<file path="src/rtl/core/tal_pkg.sv">
// Shared types, constants and the control program for the ancestor-lifting core.
// Depends on nothing; tal_seq, tal_dp and the top level in rtl/core import it.
package tal_pkg;

  localparam int NODE_FW    = 10;
  localparam int TIME_W     = 12;
  localparam int OP_W       = 2;
  localparam int NODES_DEF  = 1024;
  localparam int LEVELS_DEF = 10;

  localparam logic [OP_W-1:0] OP_RESTART = 2'd0;
  localparam logic [OP_W-1:0] OP_ENTER   = 2'd1;
  localparam logic [OP_W-1:0] OP_LEAVE   = 2'd2;
  localparam logic [OP_W-1:0] OP_QUERY   = 2'd3;

  // Input node fields kept side by side in the datapath.
  localparam int F_A    = 0;
  localparam int F_B    = 1;
  localparam int F_P    = 2;
  localparam int NFIELD = 3;

  localparam int STEP_W = 5;
  typedef logic [STEP_W-1:0] step_t;

  localparam step_t S_IDLE  = 5'd0;
  localparam step_t S_RED1  = 5'd1;
  localparam step_t S_RED2  = 5'd2;
  localparam step_t S_RST   = 5'd3;
  localparam step_t S_LEAVE = 5'd4;
  localparam step_t S_ENT0  = 5'd5;
  localparam step_t S_ENT1  = 5'd6;
  localparam step_t S_ENT2  = 5'd7;
  localparam step_t S_Q0    = 5'd8;
  localparam step_t S_Q1    = 5'd9;
  localparam step_t S_Q2    = 5'd10;
  localparam step_t S_Q3    = 5'd11;
  localparam step_t S_Q4    = 5'd12;
  localparam step_t S_L0    = 5'd13;
  localparam step_t S_L1    = 5'd14;
  localparam step_t S_L2    = 5'd15;
  localparam step_t S_QE0   = 5'd16;
  localparam step_t S_QE1   = 5'd17;
  localparam step_t S_OUT   = 5'd18;

  typedef enum logic [1:0] {TA_A = 2'd0, TA_B = 2'd1, TA_TBL = 2'd2} tm_sel_e;
  typedef enum logic {TN_A = 1'b0, TN_U = 1'b1} tn_sel_e;
  typedef enum logic [1:0] {TL_ZERO = 2'd0, TL_LVL = 2'd1, TL_LVLM1 = 2'd2} tl_sel_e;
  typedef enum logic {TW_P = 1'b0, TW_RD = 1'b1} tw_sel_e;
  typedef enum logic [2:0] {
    U_HOLD = 3'd0, U_P = 3'd1, U_RD = 3'd2, U_A = 3'd3, U_W_IF = 3'd4
  } u_op_e;
  typedef enum logic [2:0] {
    LV_HOLD = 3'd0, LV_ONE = 3'd1, LV_TOP = 3'd2, LV_INC = 3'd3, LV_DEC = 3'd4
  } lv_op_e;
  typedef enum logic [1:0] {TM_HOLD = 2'd0, TM_ONE = 2'd1, TM_INC = 2'd2} tm_op_e;
  typedef enum logic [1:0] {R_HOLD = 2'd0, R_A = 2'd1, R_B = 2'd2, R_RD = 2'd3} res_op_e;
  typedef enum logic [3:0] {
    J_NEXT    = 4'd0,
    J_GOTO    = 4'd1,
    J_WAIT    = 4'd2,
    J_OP      = 4'd3,
    J_ANC_AB  = 4'd4,
    J_ANC_BA  = 4'd5,
    J_LVL_END = 4'd6,
    J_LVL_NZ  = 4'd7,
    J_OUT     = 4'd8,
    J_FIN     = 4'd9
  } jmp_e;

  typedef struct packed {
    tm_sel_e tm_sel;
    logic    en_wr;
    logic    ex_wr;
    tn_sel_e tn_sel;
    tl_sel_e tl_sel;
    logic    tb_wr;
    tw_sel_e tw_sel;
    logic    ld_q;
    logic    ld_red;
    logic    ld_ta;
    logic    ld_tb;
    logic    ld_w;
    u_op_e   u_op;
    lv_op_e  lv_op;
    tm_op_e  tm_op;
    res_op_e res_op;
    logic    out_ld;
    jmp_e    jmp;
    step_t   target;
  } ctrl_t;

  typedef struct packed {
    logic [OP_W-1:0] op;
    logic            anc_ab;
    logic            anc_ba;
    logic            lvl_end;
    logic            lvl_nz;
    logic            out_busy;
  } stat_t;

  function automatic step_t op_entry(input logic [OP_W-1:0] op);
    step_t s;
    case (op)
      OP_RESTART: s = S_RST;
      OP_ENTER:   s = S_ENT0;
      OP_LEAVE:   s = S_LEAVE;
      OP_QUERY:   s = S_Q0;
      default:    s = S_IDLE;
    endcase
    return s;
  endfunction

  // The control program: one word per step.
  function automatic ctrl_t ucode(input step_t step);
    ctrl_t c;
    c = '0;
    case (step)
      S_IDLE:  c.jmp = J_WAIT;
      S_RED1:  c.ld_q = 1'b1;
      S_RED2: begin
        c.ld_red = 1'b1;
        c.jmp    = J_OP;
      end
      S_RST: begin
        c.tm_op = TM_ONE;
        c.jmp   = J_FIN;
      end
      S_LEAVE: begin
        c.ex_wr = 1'b1;
        c.tm_op = TM_INC;
        c.jmp   = J_FIN;
      end
      S_ENT0: begin
        c.en_wr  = 1'b1;
        c.tm_op  = TM_INC;
        c.tb_wr  = 1'b1;
        c.tn_sel = TN_A;
        c.tl_sel = TL_ZERO;
        c.tw_sel = TW_P;
        c.u_op   = U_P;
        c.lv_op  = LV_ONE;
      end
      S_ENT1: begin
        c.tn_sel = TN_U;
        c.tl_sel = TL_LVLM1;
        c.jmp    = J_LVL_END;
        c.target = S_IDLE;
      end
      S_ENT2: begin
        c.tb_wr  = 1'b1;
        c.tn_sel = TN_A;
        c.tl_sel = TL_LVL;
        c.tw_sel = TW_RD;
        c.u_op   = U_RD;
        c.lv_op  = LV_INC;
        c.jmp    = J_GOTO;
        c.target = S_ENT1;
      end
      S_Q0:    c.tm_sel = TA_A;
      S_Q1: begin
        c.tm_sel = TA_B;
        c.ld_ta  = 1'b1;
      end
      S_Q2:    c.ld_tb = 1'b1;
      S_Q3: begin
        c.res_op = R_A;
        c.jmp    = J_ANC_AB;
        c.target = S_OUT;
      end
      S_Q4: begin
        c.res_op = R_B;
        c.u_op   = U_A;
        c.lv_op  = LV_TOP;
        c.jmp    = J_ANC_BA;
        c.target = S_OUT;
      end
      S_L0: begin
        c.tn_sel = TN_U;
        c.tl_sel = TL_LVL;
      end
      S_L1: begin
        c.tm_sel = TA_TBL;
        c.ld_w   = 1'b1;
      end
      S_L2: begin
        c.u_op   = U_W_IF;
        c.lv_op  = LV_DEC;
        c.jmp    = J_LVL_NZ;
        c.target = S_L0;
      end
      S_QE0: begin
        c.tn_sel = TN_U;
        c.tl_sel = TL_ZERO;
      end
      S_QE1:   c.res_op = R_RD;
      S_OUT: begin
        c.out_ld = 1'b1;
        c.jmp    = J_OUT;
      end
      default: c.jmp = J_FIN;
    endcase
    return c;
  endfunction

endpackage

</file>
<file path="src/rtl/core/tal_seq.sv">
// Step counter and jump logic that walks the control program in tal_pkg.
// Depends on tal_pkg; feeds control words to tal_dp and reads back its status.
module tal_seq
  import tal_pkg::*;
(
  input  logic  clk_i,
  input  logic  rst_ni,
  input  logic  in_valid_i,
  input  stat_t st_i,
  output ctrl_t ctrl_o,
  output logic  idle_o
);

  step_t step_q, step_d;
  ctrl_t c;

  assign c      = ucode(step_q);
  assign ctrl_o = c;
  assign idle_o = (step_q == S_IDLE);

  always_comb begin
    case (c.jmp)
      J_NEXT:    step_d = step_q + step_t'(1);
      J_GOTO:    step_d = c.target;
      J_WAIT:    step_d = in_valid_i ? step_q + step_t'(1) : step_q;
      J_OP:      step_d = op_entry(st_i.op);
      J_ANC_AB:  step_d = st_i.anc_ab ? c.target : step_q + step_t'(1);
      J_ANC_BA:  step_d = st_i.anc_ba ? c.target : step_q + step_t'(1);
      J_LVL_END: step_d = st_i.lvl_end ? c.target : step_q + step_t'(1);
      J_LVL_NZ:  step_d = st_i.lvl_nz ? c.target : step_q + step_t'(1);
      // The result step waits here until the output register can take the beat.
      J_OUT:     step_d = st_i.out_busy ? step_q : S_IDLE;
      J_FIN:     step_d = S_IDLE;
      default:   step_d = S_IDLE;
    endcase
  end

  always_ff @(posedge clk_i or negedge rst_ni) begin
    if (!rst_ni) begin
      step_q <= S_IDLE;
    end else begin
      step_q <= step_d;
    end
  end

  a_idle_holds: assert property (@(posedge clk_i) disable iff (!rst_ni)
    (step_q == S_IDLE) && !in_valid_i |=> (step_q == S_IDLE))
    else $error("sequencer left idle without an input beat");

  a_out_waits: assert property (@(posedge clk_i) disable iff (!rst_ni)
    (step_q == S_OUT) && st_i.out_busy |=> (step_q == S_OUT))
    else $error("result step left while the output register was full");

endmodule

</file>
<file path="config.mk">
export PLATFORM = sky130hd
export DESIGN_NAME = tal_seq
export DESIGN_NICKNAME = d
export VERILOG_FILES = /design/src/rtl/core/tal_pkg.sv /design/src/rtl/core/tal_seq.sv
export SDC_FILE = /design/constraint.sdc
export NUM_CORES = 1
export LEC_CHECK = 0
export ABC_AREA = 1
export BUFFER_PORTS_ARGS = -buffer_cell sky130_fd_sc_hd__clkbuf_2
export CAP_MARGIN = 30
export CORE_MARGIN = 2
export CORE_UTILIZATION = 35
export DETAILED_ROUTE_END_ITERATION = 8
export SKIP_CTS_REPAIR_TIMING = 1
export SYNTH_ARGS = -nofsm -noshare
export SYNTH_HDL_FRONTEND = slang
export SYNTH_SLANG_ARGS = --single-unit
</file>
<file path="constraint.sdc">
create_clock -name clk_i -period 4.4 [get_ports clk_i]
set_input_delay 1.1 -clock clk_i [delete_from_list [all_inputs] [get_ports clk_i]]
set_output_delay 1.1 -clock clk_i [all_outputs]
set_load 0.05 [all_outputs]
</file>
-- Yosys cells after proc, flatten, opt, wreduce, memory -nomap -nowiden
Index checks and enable logic that the tools add are counted.
Widths: inputs -> output; s select.
- flip-flop bits (word level): 5
- input bits: 10
- output and inout port bits: 35
- word-level logic and storage cells: 64
- add/subtract/negate cells: 1
- eq/ne operators: 31
- muxes and demuxes: 24
- reductions and logical operators: 7
- operators by type and width (kind ; count):
    $pmux 5 s9 ; 1
    $eq 5x4->1 const B ; 8
    $pmux 4 s9 ; 1
    $mux 5 ; 6
    $pmux 6 s4 ; 1
    $eq 5x3->1 const B ; 4
    $pmux 5 s4 ; 1
    $eq 4x3->1 const B ; 4
    $eq 5x5->1 const B ; 3
    $pmux 5 s3 ; 1
    $pmux 2 s2 ; 3
    $pmux 3 s4 ; 1
    $eq 5x2->1 const B ; 2
    $reduce_or 9->1 ; 1
    $eq 4x2->1 const B ; 2
    $mux 1 ; 8
    $pmux 2 s3 ; 1
    $add 5x1->5 const B ; 1
    $eq 5x1->1 const B ; 1
    $logic_not 5->1 ; 1
    $eq 2x2->1 const B ; 2
    $eq 4x1->1 const B ; 1
    $eq 4x4->1 const B ; 1
    $logic_not 4->1 ; 1
    5 further kinds ; 7

-- Logic depth before layout (Yosys ltp)
- word-level depth: 6
- mapped depth: 18
- depth with buffers taken out: 17

-- Worst setup path before layout
Ideal clock, no wire load.
- path kind: register -> output
- start point: register step_q[0]
- end point: output port ctrl_o[5] (netlist bit)
- data arrival time: 2.106 ns
- data required time: 3.300 ns
- setup slack: 1.194 ns
- stages on the path, launching flop included: 10
- path buffers: 0
- path through: dfrtp_1 > inv_1 > ha_1 > nand2_1 > nor2_1 > nor2_1 > nand2_1 > nor2_1 > nand3_2 > nand2_2
- RTL lines (element ; RTL line ; RTL):
    start: declaration ; tal_seq.sv:14 ; step_t step_q, step_d;
    start signal: assignment ; tal_seq.sv:42 ; step_q <= step_d;
    end: declaration ; tal_seq.sv:10 ; output ctrl_t ctrl_o,

==> reports/metrics.cfg <==
[min_path]
hold_path_class = reg -> reg
hold_start = step_q[1]
holdPathStages = 2
min_to = step_q[1]

[setup_path]
crit_type = reg -> out
cp_max_fo = 11
r2r-end = step_q[3]
critPathCaptureType = output pin
reg2reg_depth = 14
cp_data_required_time_ns = 3.30
crit_path_start_kind = flip-flop
r2r_slack_ns = 1.81
cp.arrival_ns = 2.46
r2r-start = step_q[0]

[sta]
tightest_slew_ns = 0.410
finalMaxSlewViolations = 0
finalHoldViolations = 0
min_period_ns = 3.56
final-setup-viol-count = 0
slew_headroom_pct = 72.7
tns_ns = 0
rsz0062_at_grt = no
fmax_ghz = 0.281
skew_ns = 0.00189
timing.final.crit_share_pct = 80.9

[detailed_routing]
wl_um = 3570
drt-initial-drc-count = 80
postRouteAntennaNets = 0
drc = 0
wire_per_inst_um = 11.3
first_pass_iters = 4
viasPerCell = 4.88
vias = 1536

[place]
globalplace.congestion = 0.924
placed_area_mm2 = 0.00143
port_buffers = 44
dp_hpwl_um = 3070

[die]
coreArea_mm2 = 0.00334
chipHeight_um = 62.9
dieArea_mm2 = 0.00396
row_count = 21
ios = 45
die_w_um = 62.9
initial_core_util_pct = 36.4

[clocking]
htree_levels = 1
path_clk_slew_ns = 0.04
worstSkewPairLatency_ns = 0.24
clock_sinks = 5
cts_buffer_depth = 2
cts_root_buffer = clkbuf_4
cts_tree = yes
cts_made_buffers = 3

[run_status]
status = completed

[yosys]
yosysUniqueCellTypes = 28
ys_ff_latch = 5
avgSynthCellArea_um2 = 5.24
syn_inst = 232
syn_nets = 250
yosys_warnings = 0
yosysSeqAreaShare_pct = 10.3
syn-cell-area_mm2 = 0.00121

[final_layout]
area_growth_syn_to_layout_pct = 20.0
fin_util_pct = 43.7
top_register = step_q
final_nets = 288
largest_reg_flops = 5
n_antenna_cell = 0
reg.largest.list = step_q x5
stdcell_area_mm2 = 0.00146
drive_above_1_share_pct = 24.5

[global_route]
track_usage_pct = 17.8
grt_pass1_wl_um = 5770
overflow = 0
antenna_found_initial = 0
grt_max_degree = 12
grt_pass1_vias = 1329

[run]
max_cap_violations = 0

worst max path at each step:
stage / from / cells after the start / to
final: step_q[0] / 10 / ctrl_o[5]
after CTS: step_q[0] / 10 / ctrl_o[5]
after global placement: step_q[0] / 10 / ctrl_o[5]
after global routing: step_q[0] / 10 / ctrl_o[5]
after floorplan: step_q[0] / 9 / ctrl_o[5]
after detailed placement: step_q[0] / 10 / ctrl_o[5]
cells by family after synthesis:
| family | Yosys count | synth area share, % |
|---|---|---|
| AO/OA/AOI/OAI | 26 | 12.0 |
| XOR/XNOR | 2 | 1.44 |
| adder cells (fa/ha/maj) | 8 | 8.24 |
| buffers and inverters | 44 | 15.2 |
| flip-flops | 5 | 10.3 |
| AND/OR/NAND/NOR | 147 | 52.7 |
cells in the mapped netlist (all sizes together):
cell type  instances  area share [%]
nand2             69              22
nor2              48              17
inv               31             9.6
nand3             20             8.7
o21ai             14             5.8
ha                 8             8.2
buf                7             3.8
o211ai             6             3.7
a21oi              5             2.1
dfrtp              5              10
nand4              5             2.6
clkbuf             4             1.2
clkinv             2            0.62
nor3               2            0.82
a31oi              1            0.52
nand2b             1            0.52
nand3b             1            0.62
or2                1            0.52
xnor2              1            0.72
xor2               1            0.72
metrics by stage:
| stage | hold WS (ns) | cells | worst slack [ns] |
|---|---|---|---|
| 3_5_place_dp | 0.553 | 311 | 1.10 |
| 5_1_grt | 0.601 | 315 | 0.686 |
| 2_1_floorplan | 0.499 | 232 | 1.19 |
| 3_3_place_gp | 0.543 | 311 | 1.19 |
| 4_1_cts | 0.563 | 315 | 0.848 |
| 6_report | 0.556 | 315 | 0.840 |
worst max-delay path, cell delays in order (launching register included):
cell and delay [ns]:
dfrtp_1 0.45, ha_1 0.27, inv_1 0.08, nor2_1 0.05, ha_1 0.33, nor2_2 0.25
nand2_1 0.14, nor2_1 0.13, nand3_2 0.11, nand2_2 0.13, clkbuf_2 0.29
final cells by class:
| cell class | count | area [um2] |
|---|---|---|
| Timing Repair Buffer | 44 | 220 |
| Fill cell | 400 | 1880 |
| Multi-Input combinational cell | 183 | 905 |
| Inverter | 33 | 124 |
| Tap cell | 46 | 57.6 |
| Sequential cell | 5 | 125 |
| Clock buffer | 4 | 26.3 |
cells in the final DEF (no fill, tap or decap), drive strengths merged:
master  netlist  routed
nand2        69      69
clkbuf        4      48
nor2         48      48
inv          31      31
nand3        20      20
o21ai        14      14
ha            8       8
o211ai        6       6
a21oi         5       5
nand4         5       5
dfrtp         5       5
clkinv        2       2
nor3          2       2
or2           1       1
xor2          1       1
nand2b        1       1
xnor2         1       1
nand3b        1       1
a31oi         1       1
routing by layer:
| metal | vias to the layer above | track usage, % | share of wire [%] |
|---|---|---|---|
| met5 | - | 0 | 0 |
| met3 | 6 | 0.360 | 4.1 |
| li1 | 807 | - | - |
| met2 | 42 | 31.9 | 51 |
| met1 | 681 | 22.8 | 44 |
| met4 | 0 | 6.39 | 1.5 |
Power is not shown: default switching activity piles up to over one toggle a cycle in this logic, so the estimate is an artifact.
